### src/s1s2pw_pkg.sv
// ----------------------------------------------------------------------------
// S1S2 pacing window timer package
// Register map, configuration record and fixed pacing constants.
// ----------------------------------------------------------------------------
package s1s2pw_pkg;

	// Number of beats between two interval decrement points.
	localparam logic [7:0] DECREMENT_PERIOD = 8'd5;
	// Intervals only shrink while the S2 interval is above this many ticks.
	localparam logic [23:0] MIN_CYCLE = 24'd640;

	localparam int unsigned ADDR_W = 5;

	// Register indexes, taken from paddr[4:2].
	localparam logic [2:0] REG_FIRST_START = 3'd0;
	localparam logic [2:0] REG_PULSE_WIDTH = 3'd1;
	localparam logic [2:0] REG_S1_INTERVAL = 3'd2;
	localparam logic [2:0] REG_S2_INTERVAL = 3'd3;
	localparam logic [2:0] REG_S1_COUNT    = 3'd4;
	localparam logic [2:0] REG_S2_COUNT    = 3'd5;
	localparam logic [2:0] REG_S1_STEP     = 3'd6;
	localparam logic [2:0] REG_S2_STEP     = 3'd7;

	typedef struct packed {
		logic [31:0] first_start;
		logic [23:0] pulse_width;
		logic [23:0] s1_interval;
		logic [23:0] s2_interval;
		logic [7:0]  s1_count;
		logic [7:0]  s2_count;
		logic [15:0] s1_step;
		logic [15:0] s2_step;
	} cfg_t;

endpackage

### src/s1s2pw_if.sv
// ----------------------------------------------------------------------------
// S1S2 pacing window timer channels
// Valid/ready channels for time words and stimulus result words.
// ----------------------------------------------------------------------------
interface s1s2pw_time_if;
	logic        valid;
	logic        ready;
	logic [31:0] time_now;

	modport source (output valid, output time_now, input ready);
	modport sink (input valid, input time_now, output ready);
endinterface

interface s1s2pw_stim_if;
	logic        valid;
	logic        ready;
	logic        stimulus_on;
	logic [31:0] window_open_time;

	modport source (output valid, output stimulus_on, output window_open_time, input ready);
	modport sink (input valid, input stimulus_on, input window_open_time, output ready);
endinterface

### src/s1s2pw_cfg_regs.sv
// ----------------------------------------------------------------------------
// S1S2 pacing window timer configuration registers
// APB-style register file holding the eight pacing settings.
// ----------------------------------------------------------------------------
module s1s2pw_cfg_regs
	import s1s2pw_pkg::*;
(
	input  logic              clk,
	input  logic              arst_n,
	input  logic              psel,
	input  logic              penable,
	input  logic              pwrite,
	input  logic [ADDR_W-1:0] paddr,
	input  logic [31:0]       pwdata,
	output logic [31:0]       prdata,
	output logic              pready,
	output cfg_t              cfg
);

	cfg_t       cfg_q;
	logic       wr_en;
	logic [2:0] reg_idx;

	assign pready  = 1'b1;
	assign wr_en   = psel && penable && pwrite;
	assign reg_idx = paddr[ADDR_W-1:2];
	assign cfg     = cfg_q;

	always_ff @(posedge clk or negedge arst_n) begin
		if (!arst_n) begin
			cfg_q.first_start <= 32'd0;
			cfg_q.pulse_width <= 24'd64;
			cfg_q.s1_interval <= 24'd3840;
			cfg_q.s2_interval <= 24'd3840;
			cfg_q.s1_count    <= 8'd1;
			cfg_q.s2_count    <= 8'd1;
			cfg_q.s1_step     <= 16'd0;
			cfg_q.s2_step     <= 16'd0;
		end else if (wr_en) begin
			unique case (reg_idx)
				REG_FIRST_START: cfg_q.first_start <= pwdata;
				REG_PULSE_WIDTH: cfg_q.pulse_width <= pwdata[23:0];
				REG_S1_INTERVAL: cfg_q.s1_interval <= pwdata[23:0];
				REG_S2_INTERVAL: cfg_q.s2_interval <= pwdata[23:0];
				REG_S1_COUNT:    cfg_q.s1_count    <= pwdata[7:0];
				REG_S2_COUNT:    cfg_q.s2_count    <= pwdata[7:0];
				REG_S1_STEP:     cfg_q.s1_step     <= pwdata[15:0];
				REG_S2_STEP:     cfg_q.s2_step     <= pwdata[15:0];
				default: ;
			endcase
		end
	end

	always_comb begin
		unique case (reg_idx)
			REG_FIRST_START: prdata = cfg_q.first_start;
			REG_PULSE_WIDTH: prdata = {8'd0, cfg_q.pulse_width};
			REG_S1_INTERVAL: prdata = {8'd0, cfg_q.s1_interval};
			REG_S2_INTERVAL: prdata = {8'd0, cfg_q.s2_interval};
			REG_S1_COUNT:    prdata = {24'd0, cfg_q.s1_count};
			REG_S2_COUNT:    prdata = {24'd0, cfg_q.s2_count};
			REG_S1_STEP:     prdata = {16'd0, cfg_q.s1_step};
			REG_S2_STEP:     prdata = {16'd0, cfg_q.s2_step};
			default:         prdata = 32'd0;
		endcase
	end

endmodule

### src/s1s2pw_beat_engine.sv
// ----------------------------------------------------------------------------
// S1S2 pacing window timer beat engine
// Window and interval state with the beat update done in one pass of compares and adds.
// ----------------------------------------------------------------------------
module s1s2pw_beat_engine
	import s1s2pw_pkg::*;
(
	input  logic        clk,
	input  logic        arst_n,
	input  cfg_t        cfg,
	input  logic        fire,
	input  logic [31:0] time_now,
	output logic        stimulus_on,
	output logic [31:0] window_open_time
);

	logic        active_q;
	logic [31:0] start_q;
	logic [31:0] end_q;
	logic [23:0] s1_iv_q;
	logic [23:0] s2_iv_q;
	logic [8:0]  pos_q;
	logic [7:0]  phase_q;

	logic [31:0] eff_start;
	logic [31:0] eff_end;
	logic [23:0] eff_s1;
	logic [23:0] eff_s2;
	logic        before_win;
	logic        beat;
	logic [8:0]  pos_inc;
	logic [7:0]  phase_inc;
	logic        dec_point;
	logic        do_shrink;
	logic [23:0] new_s1;
	logic [23:0] new_s2;
	logic [23:0] move;
	logic [31:0] moved_start;
	logic [31:0] moved_end;
	logic [8:0]  pattern_len;

	function automatic logic [23:0] shrink(input logic [23:0] cur, input logic [15:0] step);
		logic [23:0] step_w;
		step_w = {8'd0, step};
		return (cur > step_w) ? (cur - step_w) : 24'd1;
	endfunction

	// Before the first word the window and intervals come straight from configuration.
	assign eff_start = active_q ? start_q : cfg.first_start;
	assign eff_end   = active_q ? end_q : (cfg.first_start + {8'd0, cfg.pulse_width});
	assign eff_s1    = active_q ? s1_iv_q : cfg.s1_interval;
	assign eff_s2    = active_q ? s2_iv_q : cfg.s2_interval;

	assign before_win  = time_now < eff_start;
	assign beat        = !before_win && (time_now > eff_end);
	assign stimulus_on = !before_win && (time_now <= eff_end);

	assign pos_inc     = pos_q + 9'd1;
	assign phase_inc   = phase_q + 8'd1;
	assign dec_point   = phase_inc >= DECREMENT_PERIOD;
	assign do_shrink   = dec_point && (eff_s2 > MIN_CYCLE);
	assign new_s1      = do_shrink ? shrink(eff_s1, cfg.s1_step) : eff_s1;
	assign new_s2      = do_shrink ? shrink(eff_s2, cfg.s2_step) : eff_s2;
	assign move        = (pos_inc >= {1'b0, cfg.s1_count}) ? new_s2 : new_s1;
	assign moved_start = eff_start + {8'd0, move};
	assign moved_end   = eff_end + {8'd0, move};
	assign pattern_len = {1'b0, cfg.s1_count} + {1'b0, cfg.s2_count};

	assign window_open_time = beat ? moved_start : eff_start;

	always_ff @(posedge clk or negedge arst_n) begin
		if (!arst_n) begin
			active_q <= 1'b0;
			pos_q    <= 9'd0;
			phase_q  <= 8'd0;
		end else if (fire) begin
			active_q <= 1'b1;
			if (beat) begin
				pos_q   <= (pos_inc >= pattern_len) ? 9'd0 : pos_inc;
				phase_q <= dec_point ? 8'd0 : phase_inc;
			end
		end
	end

	always_ff @(posedge clk) begin
		if (fire) begin
			if (beat) begin
				start_q <= moved_start;
				end_q   <= moved_end;
				s1_iv_q <= new_s1;
				s2_iv_q <= new_s2;
			end else begin
				start_q <= eff_start;
				end_q   <= eff_end;
				s1_iv_q <= eff_s1;
				s2_iv_q <= eff_s2;
			end
		end
	end

endmodule

### src/s1s2_pacing_window_timer_core.sv
// ----------------------------------------------------------------------------
// S1S2 pacing window timer core
// Reports per time word whether the stimulus window is open and paces it.
// ----------------------------------------------------------------------------
// The block takes one time word per clock while results are accepted, and
// returns one result word per time word, in order. Each result says whether
// the time lies inside the current stimulus window (both ends included) and
// gives the window's start tick after this word's update. A time past the
// window counts as a beat: the window moves by the S1 or S2 interval according
// to the pattern position, and every fifth beat both intervals shrink by their
// steps while the S2 interval is above 640 ticks. A word passes through the
// input register and the result register, and a new word can be taken every
// cycle while results are accepted, because the whole window update is one
// pass of compares and adds on the stored state. The window start, pulse width
// and initial intervals are latched on the first word after reset; counts and
// steps act at once. Configuration must be written over the APB-style port
// only while no word is in flight; the block does not enforce this.
module s1s2_pacing_window_timer_core
	import s1s2pw_pkg::*;
(
	input  logic              clk,
	input  logic              arst_n,
	s1s2pw_time_if.sink       tick,
	s1s2pw_stim_if.source     stim,
	input  logic              psel,
	input  logic              penable,
	input  logic              pwrite,
	input  logic [ADDR_W-1:0] paddr,
	input  logic [31:0]       pwdata,
	output logic [31:0]       prdata,
	output logic              pready
);

	cfg_t        cfg;
	logic        valid_s1;
	logic [31:0] time_s1;
	logic        advance;
	logic        eng_on;
	logic [31:0] eng_open;
	logic        out_valid_q;
	logic        out_on_q;
	logic [31:0] out_open_q;

	s1s2pw_cfg_regs u_cfg_regs (
		.clk     (clk),
		.arst_n  (arst_n),
		.psel    (psel),
		.penable (penable),
		.pwrite  (pwrite),
		.paddr   (paddr),
		.pwdata  (pwdata),
		.prdata  (prdata),
		.pready  (pready),
		.cfg     (cfg)
	);

	// The staged word moves on whenever the result register is empty or is
	// being emptied in the same cycle, so a waiting result never stalls intake
	// by more than the one word already staged.
	assign advance    = valid_s1 && (!out_valid_q || stim.ready);
	assign tick.ready = !valid_s1 || advance;

	always_ff @(posedge clk or negedge arst_n) begin
		if (!arst_n) begin
			valid_s1 <= 1'b0;
		end else if (tick.valid && tick.ready) begin
			valid_s1 <= 1'b1;
		end else if (advance) begin
			valid_s1 <= 1'b0;
		end
	end

	always_ff @(posedge clk) begin
		if (tick.valid && tick.ready) begin
			time_s1 <= tick.time_now;
		end
	end

	// The engine's state is updated at the same edge that loads the result
	// register, so the next staged word sees the moved window.
	s1s2pw_beat_engine u_beat_engine (
		.clk              (clk),
		.arst_n           (arst_n),
		.cfg              (cfg),
		.fire             (advance),
		.time_now         (time_s1),
		.stimulus_on      (eng_on),
		.window_open_time (eng_open)
	);

	always_ff @(posedge clk or negedge arst_n) begin
		if (!arst_n) begin
			out_valid_q <= 1'b0;
		end else if (advance) begin
			out_valid_q <= 1'b1;
		end else if (stim.ready) begin
			out_valid_q <= 1'b0;
		end
	end

	always_ff @(posedge clk) begin
		if (advance) begin
			out_on_q   <= eng_on;
			out_open_q <= eng_open;
		end
	end

	assign stim.valid            = out_valid_q;
	assign stim.stimulus_on      = out_on_q;
	assign stim.window_open_time = out_open_q;

endmodule
### src/flat_wrapper.sv
// flat-port wrapper written by rule: the top's interface ports become plain ports
module s1s2_pacing_window_timer_core_flat import s1s2pw_pkg::*;
  (clk, arst_n, psel, penable, pwrite, paddr, pwdata, prdata, pready, tick_valid, tick_time_now, tick_ready, stim_valid, stim_stimulus_on, stim_window_open_time, stim_ready);
  s1s2pw_time_if tick_i ();
  s1s2pw_stim_if stim_i ();
  input  logic clk;
  input  logic arst_n;
  input  logic psel;
  input  logic penable;
  input  logic pwrite;
  input  logic [ADDR_W-1:0] paddr;
  input  logic [31:0] pwdata;
  output logic [31:0] prdata;
  output logic pready;
  input wire logic [$bits(tick_i.valid)-1:0] tick_valid;
  input wire logic [$bits(tick_i.time_now)-1:0] tick_time_now;
  output wire logic [$bits(tick_i.ready)-1:0] tick_ready;
  output wire logic [$bits(stim_i.valid)-1:0] stim_valid;
  output wire logic [$bits(stim_i.stimulus_on)-1:0] stim_stimulus_on;
  output wire logic [$bits(stim_i.window_open_time)-1:0] stim_window_open_time;
  input wire logic [$bits(stim_i.ready)-1:0] stim_ready;
  assign tick_i.valid = tick_valid;
  assign tick_i.time_now = tick_time_now;
  assign tick_ready = tick_i.ready;
  assign stim_valid = stim_i.valid;
  assign stim_stimulus_on = stim_i.stimulus_on;
  assign stim_window_open_time = stim_i.window_open_time;
  assign stim_i.ready = stim_ready;
  s1s2_pacing_window_timer_core u_core (.clk(clk), .arst_n(arst_n), .tick(tick_i), .stim(stim_i), .psel(psel), .penable(penable), .pwrite(pwrite), .paddr(paddr), .pwdata(pwdata), .prdata(prdata), .pready(pready));
endmodule
### config.mk
export PLATFORM = sky130hd
export DESIGN_NAME = s1s2_pacing_window_timer_core_flat
export DESIGN_NICKNAME = d
export VERILOG_FILES = /design/src/s1s2pw_pkg.sv /design/src/s1s2pw_if.sv /design/src/s1s2pw_cfg_regs.sv /design/src/s1s2pw_beat_engine.sv /design/src/s1s2_pacing_window_timer_core.sv /design/src/flat_wrapper.sv
export SDC_FILE = /design/constraint.sdc
export NUM_CORES = 1
export LEC_CHECK = 0
export BUFFER_PORTS_ARGS = -buffer_cell sky130_fd_sc_hd__buf_4
export CAP_MARGIN = 20
export CORE_MARGIN = 2
export CORE_UTILIZATION = 43
export DETAILED_ROUTE_END_ITERATION = 7
export GPL_TIMING_DRIVEN = 0
export PLACE_DENSITY_LB_ADDON = 0.15
export SYNTH_ARGS = -nofsm -noshare
export SYNTH_HDL_FRONTEND = slang
export SYNTH_SLANG_ARGS = --single-unit
export TNS_END_PERCENT = 20
### constraint.sdc
create_clock -name clk -period 15 [get_ports clk]
set_input_delay 3.75 -clock clk [delete_from_list [all_inputs] [get_ports clk]]
set_output_delay 3.75 -clock clk [all_outputs]
set_load 0.01 [all_outputs]
# [Word level (Yosys, flattened, before mapping)]
# Cells that the tools add are included.
[totals] reg_bits=317 latchBits=0 ram_bits=0 mem_bits_ro=0 in_bits=76 output_inout_bits=68 word_cells=87 mem_count=0
[classes] addsub=8 mul=0 n_div=0 magnitude_cmp=9 n_eq_ne=7 shift=0 mux=20 n_bitwise=0 n_reduce_logical=24
[op_table] operator="one-hot mux 32 bit (8 select lines)" count=1
[op_table] operator="two-way mux 24 bit" count=9
[op_table] operator="two-way mux 32 bit" count=4
[op_table] operator="adder 32 x 24 -> 32 bit" count=3
[op_table] operator="greater-than comparator 24 x 16 -> 1 bit" count=2
[op_table] operator="subtractor 24 x 16 -> 24 bit" count=2
[op_table] operator="greater-than comparator 32 bit" count=1
[op_table] operator="<= comparator 32 bit" count=1
[op_table] operator="< comparator 32 bit" count=1
[op_table] operator="greater-than comparator 24 x 10 -> 1 bit, second input constant" count=1
[op_table] operator="AND reduction 2 bit" count=9
[op_table] operator="equality test 3 bit, second input constant" count=4
[op_table] operator="adder 8 x 8 -> 9 bit" count=1
[op_table] operator="adder 9 x 1 -> 9 bit, second input constant" count=1
[op_table] operator="greater-or-equal comparator 9 x 8 -> 1 bit" count=1
[op_table] operator="greater-or-equal comparator 9 bit" count=1
[op_table] operator="two-way mux 9 bit" count=1
[op_table] operator="adder 8 x 1 -> 8 bit, second input constant" count=1
[op_table] operator="greater-or-equal comparator 8 x 3 -> 1 bit, second input constant" count=1
[op_table] operator="two-way mux 8 bit" count=1
[op_table] operator="logical AND 1 bit" count=7
[op_table] operator="equality test 3 x 2 -> 1 bit, second input constant" count=2
[op_table] operator="two-way mux 1 bit" count=4
[op_table] operator="nonzero test 2 bit" count=2
[op_table] operator="other kinds (4)" count=7

# [Logic depth before layout (Yosys ltp)]
# Gate-level depths: netlist of the first run.
[logic_depth] depth_word=7 ltp_mapped=33 mapped_depth_nobuf=25

# [Hierarchy]
# From an unflattened synthesis of the first run, not the netlist that was laid out.
[hier_totals] hier_cells=2434 hier_area_um2=24663.7
[by_module_without_submodules] module="s1s2pw_beat_engine" instances=1 cells_per_inst=1869 area_each_um2=15660.0 seq_area_each_um2=3813.7
[by_module_without_submodules] module="s1s2pw_cfg_regs" instances=1 cells_per_inst=492 area_each_um2=6947.9 seq_area_each_um2=3817.4
[by_module_without_submodules] module="s1s2_pacing_window_timer_core" instances=1 cells_per_inst=73 area_each_um2=2055.7 seq_area_each_um2=2001.9

# [Least setup slack after synthesis of the first run]
# No wires, ideal clock.
[synth_timing] path_kind="input -> output" from="input paddr[3]" to="output prdata[1]" arrival_ns=5.331 required_time_ns=11.250 path_slack_ns=5.919 cell_stages=6 path_buffers=3 cell_sequence="clkbuf_1 > buf_1 > clkbuf_1 > o21ai_0 > a221oi_1 > o21ai_0"
[synth_via] elab_chain_len=2 word_cells_on_any_way=9 cone_classes="eq/ne: 7; mux: 1; reduce/logical: 1"
[synth_rtl] item="from (decl)" line_no="flat_wrapper.sv:11" rtl="input logic [ADDR_W-1:0] paddr;"
[synth_rtl] item="equality test 3 bit, or another cell as far along" line_no="s1s2pw_cfg_regs.sv:55" rtl="unique case (reg_idx)"
[synth_rtl] item="one-hot mux 32 bit (8 select lines) *" line_no="s1s2pw_cfg_regs.sv:55"
[synth_rtl] item="to (decl)" line_no="flat_wrapper.sv:13" rtl="output logic [31:0] prdata;"
# Mark *: on every way between the ends. The rest lies on a longest branch, timed or not.

# [Worst setup path after layout of the first run]
[layout_timing] from="register u_core.u_beat_engine.active_q" to="register u_core.out_open_q[26] (netlist: u_core.stim.window_open_time[26]), data pin"
[layout_via] elab_chain_len=7 word_cells_on_any_way=21 cone_classes="add/sub: 3; order compare: 5; mux: 10; reduce/logical: 3"
[layout_rtl] item="from (decl)" line_no="s1s2pw_beat_engine.sv:17" rtl="logic active_q;"
[layout_rtl] item="from (signal assigned)" line_no="s1s2pw_beat_engine.sv:73" rtl="active_q <= 1'b0;"
[layout_rtl] item="from (signal assigned)" line_no="s1s2pw_beat_engine.sv:77" rtl="active_q <= 1'b1;"
[layout_rtl] item="two-way mux 24 bit, on equally long branches" line_no="s1s2pw_beat_engine.sv:51, s1s2pw_beat_engine.sv:52"
[layout_rtl] item="subtractor 24 x 16 -> 24 bit, or another cell as far along" line_no="s1s2pw_beat_engine.sv:45" rtl="return (cur > step_w) ? (cur - step_w) : 24'd1;"
[layout_rtl] item="two-way mux 24 bit / logical AND 1 bit (equally long branches)" line_no="s1s2pw_beat_engine.sv:45, s1s2pw_beat_engine.sv:61"
[layout_rtl] item="two-way mux 24 bit, on equally long branches" line_no="s1s2pw_beat_engine.sv:62, s1s2pw_beat_engine.sv:63"
[layout_rtl] item="two-way mux 24 bit" line_no="s1s2pw_beat_engine.sv:64" rtl="assign move = (pos_inc >= {1'b0, cfg.s1_count}) ? new_s2 : new_s1;"
[layout_rtl] item="adder 32 x 24 -> 32 bit" line_no="s1s2pw_beat_engine.sv:65" rtl="assign moved_start = eff_start + {8'd0, move};"
[layout_rtl] item="two-way mux 32 bit *" line_no="s1s2pw_beat_engine.sv:69" rtl="assign window_open_time = beat ? moved_start : eff_start;"
[layout_rtl] item="via u_core.eng_open[26]" line_no="s1s2_pacing_window_timer_core.sv:39" rtl="logic [31:0] eng_open;"
[layout_rtl] item="to (signal assigned)" line_no="s1s2_pacing_window_timer_core.sv:104" rtl="out_open_q <= eng_open;"
[layout_rtl] item="to (decl)" line_no="s1s2_pacing_window_timer_core.sv:42" rtl="logic [31:0] out_open_q;"
# The timed path passes the listed nets; every way through them passes the cells marked *.
# A chain may end at the register's enable or synchronous reset.

==> results.toml, run 1 <==
[sta]
fmax_mhz = 92.5
final_min_period_over_clock_period_pct = 72.1
finalSetupTns_ns = 0
transition_at_the_pin_with_the_smallest_max_transition_slack_ns = 1.26
rsz0062_at_grt = "no"
hold_violations = 0
number_of_max_slew_violations_in_the_final_report = 0
fin_skew_ns = 0.0214
slew_headroom_pct = 16.2
setup_viol = 0
fin_crit_ns = 10.81

[placement]
numPortBuffers = 139
hpwl_mm = 67.0
placed_cell_area_um2 = 25600
gp_congestion = 0.988

[global_routing]
gr-usage-all-layers_pct = 29.9
grt_max_degree = 100
grt_met1_use_pct = 40.3
first_global_vias = 19800
top_usage_layer = "met2"
grt.met2_usage_pct = 47.5
total_congestion_overflow_after_global_routing = 0
global_route.usage.met3_pct = 4.48
grt_first_pass_wirelength_mm = 126
grt_antenna_before_repair = 0

[critical_path]
type_of_the_worst_setup_path = "register to register"
crit_buf_inv = 9
path_common_cell = "sky130_fd_sc_hd__o21ai_0"
cp_data_required_time_ns = 15.29
worst_ep_arrival_time_ns = 11.11
path_max_fanout = 10
startpoint_types = "register"
cp_top_family = "compound AO/OA/AOI/OAI gates"
cpMaxStageDelayCell = "sky130_fd_sc_hd__o21ai_1"
worst_setup_path_end_kind = "register"
critical-path-max-stage-delay_ns = 0.74

[cts]
clk_pin_slew_worst_paths_ns = 0.06
clock_tree.root_cell = "sky130_fd_sc_hd__clkbuf_16"
clock-sinks = 317
clkLatencyLatePin_ns = 0.58
hold_buffers = 0
maximum_level_of_the_cts_h_tree = 2
cts_made_buffers = 40
post_cts.resized_instances = 0
cts_buffer_depth = 3
cts_setup_buffers = 0
cts_tree = "done"

[pwr]
vdd_drop_max_uv = 98.4
p_sw_share_pct = 42.8
sequentialPowerShare_pct = 27.9
power.static_leakage_nw = 12.0
power.density_cell_area_nw_per_um2 = 166
clock_network_power_share_pct = 21.1
p_int_w = 0.00255
power.net_switching_w = 0.00190
power.combinational.fraction_pct = 51.0

[finish]
layout_common_cells = "sky130_fd_sc_hd__nand2_1 (223), sky130_fd_sc_hd__ha_1 (198), sky130_fd_sc_hd__o21ai_0 (179), sky130_fd_sc_hd__nor2_1 (176), sky130_fd_sc_hd__a21oi_1 (166)"
layout-drive-gt1-share_pct = 16.7
num_antenna_cells = 0
final_instance_area_um2 = 26800
num-nets-final = 2928
syn_to_final_growth_pct = 14.1
mostFrequentLayoutCell = "sky130_fd_sc_hd__nand2_1"

[run]
cap_viol_max_count = 0

[routing]
drt_first_pass_iters = 7
drtAntennaViolNets = 0
drt_iter0_drc = 1838
avgRoutedWirePerCell_um = 25.3
detail_route.drc_violations = 0
total_wirelength_of_the_detailed_routed_design_mm = 85.4
total_vias_in_the_final_route = 20500
via_per_inst = 6.08

[min_path]
worstHoldPathType = "register to register"

[floorplanning]
pin_count = 144
initial_utilization_pct = 43.6
chipWidth_um = 238
die-area_um2 = 56600
placement_rows = 85
design.core.area_um2 = 53900
die-height_um = 238

[synthesis]
netlist_top_cells_area = "sky130_fd_sc_hd__edfxtp_1 (19%), sky130_fd_sc_hd__dfrtp_1 (17%), sky130_fd_sc_hd__ha_1 (11%), sky130_fd_sc_hd__mux2_2 (7.4%), sky130_fd_sc_hd__o21ai_0 (3.8%)"
synthArstFlopShare_pct = 54.3
synth_top_area_share_pct = 18.5
synth.yosys.warnings = 0
avgSynthCellArea_um2 = 9.57
synth-edff-count = 145
yosys_reg_bits = 317
synthFlopType = "sky130_fd_sc_hd__dfrtp_1"
netlist_area_um2 = 23500
synthDistinctLibCells = 101
postSynthNetCount = 2738
ys_seq_area_share_pct = 36.9
cell_type_with_the_highest_aggregate_area_in_the_netlist = "sky130_fd_sc_hd__edfxtp_1"
post_synth_inst_count = 2458

[run_status]
run_status = "finished clean"
logic make-up (layout without fill, tap and decap cells):
logic type	after synthesis	count (layout)	share of synthesized area (%)
other	1	1	0.0159
buffers and inverters	240	460	4.20
AOI/OAI and AO/OA	641	641	17.4
muxes	252	252	12.0
adders and majority gates	204	204	11.0
DFF	317	317	36.9
and+or+nand+nor	681	681	13.9
xor gates and xnor gates	122	122	4.54
final timing paths:
path / start / end / slack [ns] / cells past startpoint
worst max register to register: u_core.u_beat_engine.active_q$_DFFE_PN0P_ / u_core.stim.window_open_time[26]$_DFFE_PP_ / 4.19 / 33
worst max-delay path: u_core.u_beat_engine.active_q$_DFFE_PN0P_ / u_core.stim.window_open_time[26]$_DFFE_PP_ / 4.19 / 33
worst min register to register: u_core.u_beat_engine.phase_q[7]$_DFFE_PN0P_ / u_core.u_beat_engine.phase_q[7]$_DFFE_PN0P_ / 0.49 / 1
min in group asynchronous: arst_n / u_core.u_beat_engine.phase_q[4]$_DFFE_PN0P_ / 3.16 / 1
max in group asynchronous: arst_n / u_core.u_cfg_regs.cfg[83]$_DFFE_PN1P_ / 10.83 / 2
worst min-delay path: u_core.u_beat_engine.phase_q[7]$_DFFE_PN0P_ / u_core.u_beat_engine.phase_q[7]$_DFFE_PN0P_ / 0.49 / 1
worst reg2reg max path: cells and delay by family (launching register included):
kind | cells | cell delay, ns
AOI/OAI and AO/OA | 15 | 5.32
buffers and inverters | 9 | 2.71
adders and majority gates | 4 | 1.25
muxes | 1 | 0.45
DFF | 1 | 0.34
and+or+nand+nor | 3 | 0.30
xor gates and xnor gates | 1 | 0.15
cells in the mapped netlist, types with 23 or more instances:
| master | instances |
|---|---|
| sky130_fd_sc_hd__clkbuf_1 | 62 |
| sky130_fd_sc_hd__dfrtp_1 | 161 |
| sky130_fd_sc_hd__a21oi_1 | 166 |
| sky130_fd_sc_hd__nand4_1 | 28 |
| sky130_fd_sc_hd__edfxtp_1 | 145 |
| sky130_fd_sc_hd__nor2b_1 | 33 |
| sky130_fd_sc_hd__nand3_1 | 35 |
| sky130_fd_sc_hd__and3_1 | 23 |
| sky130_fd_sc_hd__a21o_1 | 47 |
| sky130_fd_sc_hd__nor2_1 | 176 |
| sky130_fd_sc_hd__nand2_1 | 223 |
| sky130_fd_sc_hd__inv_1 | 141 |
| sky130_fd_sc_hd__xnor2_1 | 86 |
| sky130_fd_sc_hd__mux2_2 | 154 |
| sky130_fd_sc_hd__ha_1 | 198 |
| sky130_fd_sc_hd__o21a_1 | 34 |
| sky130_fd_sc_hd__and2_1 | 25 |
| sky130_fd_sc_hd__nor3_1 | 43 |
| sky130_fd_sc_hd__mux2i_1 | 87 |
| sky130_fd_sc_hd__o21ai_0 | 179 |
| sky130_fd_sc_hd__xor2_1 | 36 |
registers in the layout, indices dropped and copies added (netlist names):
signal / flops
u_core.u_beat_engine.end_q: 32
u_core.u_beat_engine.pos_q: 9
u_core.stim.stimulus_on: 1
u_core.u_cfg_regs.cfg: 152
u_core.u_beat_engine.active_q: 1
u_core.valid_s1: 1
u_core.u_beat_engine.s2_iv_q: 24
u_core.time_s1: 32
u_core.u_beat_engine.phase_q: 8
u_core.u_beat_engine.s1_iv_q: 24
u_core.stim.valid: 1
u_core.stim.window_open_time: 32
layer usage:
layer / up-vias / wire [µm]
met3: 188 / 5850
met4: 0 / 4060
met1: 10100 / 36800
met5: - / 0
li1: 9395 / -
met2: 817 / 38700
power groups by stage:
stage	clock network [W]	registers, W	logic (W)
5_1_grt	0.000986	0.00126	0.00247
2_1_floorplan	0	0.00120	0.00159
4_1_cts	0.000954	0.00124	0.00224
3_3_place_gp	0	0.00126	0.00217
6_report	0.000941	0.00124	0.00227
3_5_place_dp	0	0.00126	0.00222
area by class of cell:
| cell class | instances | area, µm² |
|---|---|---|
| Clock buffer | 67 | 1200 |
| Multi-Input combinational cell | 1901 | 13900 |
| Fill cell | 5119 | 27100 |
| Tap cell | 696 | 871 |
| Clock inverter | 5 | 25.0 |
| Inverter | 142 | 533 |
| Sequential cell | 317 | 8670 |
| Timing Repair Buffer | 148 | 1210 |
| Buffer | 98 | 455 |
stage by stage:
stage                     hold slack, ns  utilization [%]  setup WS (ns)  total power [W]  std cells
after global routing               0.529             49.8           3.86          0.00472       3374
after global placement             0.466             47.2           4.10          0.00343       3293
after CTS                          0.499             49.7           4.56          0.00443       3371
after floorplan                    0.449                -           5.92          0.00279       2458
final                              0.493             49.8           4.19          0.00445       3374
after detailed placement           0.491             47.4           4.64          0.00348       3299
Note: power is estimated with default switching activity, not from simulation.
==> run 2, diff against run 1 <==
clock period = 9.9 ns   (was 15 ns; I/O delays follow)
==> run 2 against run 1 <==
  * Highest routed layer unchanged
  * Register-to-register slack lost 3.8 ns
  * Sequential share of layout area is essentially flat
  * Cell area grew 0.13%
==> results.toml, run 2 (synthesized netlist as in run 1, its figures left out) <==
[global_routing]
gr-usage-all-layers_pct = 29.9
first_global_vias = 19800
total_congestion_overflow_after_global_routing = 0
grt_antenna_before_repair = 0
grt_first_pass_wirelength_mm = 126
grt_max_degree = 100

[cts]
cts_made_buffers = 40
clkLatencyLatePin_ns = 0.58
clk_pin_slew_worst_paths_ns = 0.06
cts_buffer_depth = 3
clock_tree.root_cell = "sky130_fd_sc_hd__clkbuf_16"
cts_setup_buffers = 0
clock-sinks = 317
maximum_level_of_the_cts_h_tree = 2
cts_tree = "done"

[finish]
largest_register_ffs = 152
mostFrequentLayoutCell = "sky130_fd_sc_hd__nand2_1"
num-nets-final = 2927
syn_to_final_growth_pct = 14.3
final.fill_count = 5120
layout_common_cells = "sky130_fd_sc_hd__nand2_1 (223), sky130_fd_sc_hd__ha_1 (198), sky130_fd_sc_hd__o21ai_0 (176), sky130_fd_sc_hd__nor2_1 (175), sky130_fd_sc_hd__a21oi_1 (166)"
stdcell_count = 3373
layout-drive-gt1-share_pct = 17.1
num_antenna_cells = 0

[critical_path]
cp_data_required_time_ns = 10.20
startpoint_types = "register"
path_max_fanout = 10
worst_setup_path_end_kind = "register"
timing.reg2reg.worst_path_depth = 31
critical_path.startpoint = "u_core.u_beat_engine.active_q$_DFFE_PN0P_"
critical-path-max-stage-delay_ns = 0.45
path_common_cell = "sky130_fd_sc_hd__buf_2"
worst-r2r-setup-slack_ns = 0.34
worst_ep_arrival_time_ns = 9.86
critical_path.reg2reg.endpoint = "u_core.stim.window_open_time[24]$_DFFE_PP_"
cp-endpoint = "u_core.stim.window_open_time[24]$_DFFE_PP_"
r2r-start = "u_core.u_beat_engine.active_q$_DFFE_PN0P_"
cpMaxStageDelayCell = "sky130_fd_sc_hd__buf_2"
type_of_the_worst_setup_path = "register to register"

[routing]
drt_first_pass_iters = 6
total_wirelength_of_the_detailed_routed_design_mm = 85.6
avgRoutedWirePerCell_um = 25.4
total_vias_in_the_final_route = 20600
detail_route.drc_violations = 0
via_per_inst = 6.09
drt_iter0_drc = 1877
drtAntennaViolNets = 0

[pwr]
vdd_drop_max_uv = 149
total_power_w = 0.00676
power.net_switching_w = 0.00289
p_sw_share_pct = 42.8
power.density_cell_area_nw_per_um2 = 251
sequentialPowerShare_pct = 27.9
power.static_leakage_nw = 12.0
power.combinational.fraction_pct = 51.0
p_int_w = 0.00386
clock_network_power_share_pct = 21.1

[sta]
hold_violations = 0
final_min_period_over_clock_period_pct = 96.6
fmax_mhz = 105
slew_headroom_pct = 22.1
transition_at_the_pin_with_the_smallest_max_transition_slack_ns = 1.17
final.hold.worst_slack_ns = 0.493
fin_crit_ns = 9.56
number_of_max_slew_violations_in_the_final_report = 0
fin_skew_ns = 0.0177
rsz0062_at_grt = "no"
setup_viol = 0

[floorplanning]
pin_count = 144
initial_utilization_pct = 43.6
design.core.area_um2 = 53900
die-height_um = 238
die-area_um2 = 56600
placement_rows = 85
chipWidth_um = 238

[placement]
hpwl_mm = 67.0
gp_congestion = 0.988
numPortBuffers = 139
placed_cells = 3299

[run_status]
run_status = "finished clean"

[min_path]
worstHoldPathType = "register to register"

[run]
cap_viol_max_count = 0
==> run 2: changes by cell type in the layout (fill, tap and decap cells not counted), sizes merged <==
cell and delta:
buf -1
==> run 2: how the worst min path moves through the flow <==
stage               cells past startpoint                                        start                                          end
detailed placement                      1  u_core.u_beat_engine.phase_q[7]$_DFFE_PN0P_  u_core.u_beat_engine.phase_q[7]$_DFFE_PN0P_
global placement                        1                  u_core.valid_s1$_DFFE_PN0P_                u_core.stim.valid$_DFFE_PN0P_
global route                            1                  u_core.valid_s1$_DFFE_PN0P_                u_core.stim.valid$_DFFE_PN0P_
CTS                                     1  u_core.u_beat_engine.phase_q[7]$_DFFE_PN0P_  u_core.u_beat_engine.phase_q[7]$_DFFE_PN0P_
floorplan                               1                  u_core.valid_s1$_DFFE_PN0P_                u_core.stim.valid$_DFFE_PN0P_
finish                                  1  u_core.u_beat_engine.phase_q[7]$_DFFE_PN0P_  u_core.u_beat_engine.phase_q[7]$_DFFE_PN0P_
==> run 2: power by group through the flow <==
stage          registers, W  clock network [W]  logic (W)
6_report            0.00188            0.00142    0.00345
5_1_grt             0.00190            0.00149    0.00376
4_1_cts             0.00188            0.00145    0.00339
3_5_place_dp        0.00190                  0    0.00336
3_3_place_gp        0.00190                  0    0.00329
2_1_floorplan       0.00181                  0    0.00241
==> run 2: repair_timing <==
action	in CTS	in global routing
resized for setup	6	16
hold buffers	0	0
pin swaps	0	0
endpoints found under the setup margin	12	12
==> run 2: metrics by stage <==
stage	area (µm²)	setup TNS (ns)	util [%]	setup WS [ns]
floorplan	23500	0	-	2.94
global placement	25400	-11.96	47.2	-1.00
detailed placement	25600	-2.67	47.4	-0.458
CTS	26800	0	49.7	0.0781
global route	26900	0	49.9	0.0907
finish	26900	0	49.9	0.339
==> run 2: layer usage <==
layer | vias up | GRT usage (%) | wire [µm]
li1 | 9401 | - | -
met1 | 10200 | 40.3 | 37100
met2 | 813 | 47.5 | 38900
met3 | 172 | 4.48 | 5570
met4 | 0 | 13.7 | 3940
met5 | - | 0 | 0
==> run 2: layout make-up <==
type | instances | area, µm² | area share [%]
tap | 696 | 871 | 3.24
multi-input combinational | 1901 | 13900 | 51.8
buffer | 98 | 464 | 1.73
clock buffer | 67 | 1200 | 4.48
sequential | 317 | 8670 | 32.3
inverter | 142 | 533 | 1.98
clock inverter | 5 | 25.0 | 0.0931
timing repair buffer | 147 | 1190 | 4.44
==> run 2: critical path: cells and delay by family (launching register included) <==
family | cells | cell delay (ns)
AO/OA/AOI/OAI | 12 | 3.41
flip-flops | 1 | 0.34
XOR/XNOR | 1 | 0.16
multiplexers | 1 | 0.25
AND/OR/NAND/NOR | 5 | 1.25
buffers and inverters | 9 | 2.75
adder cells (fa/ha/maj) | 3 | 1.07
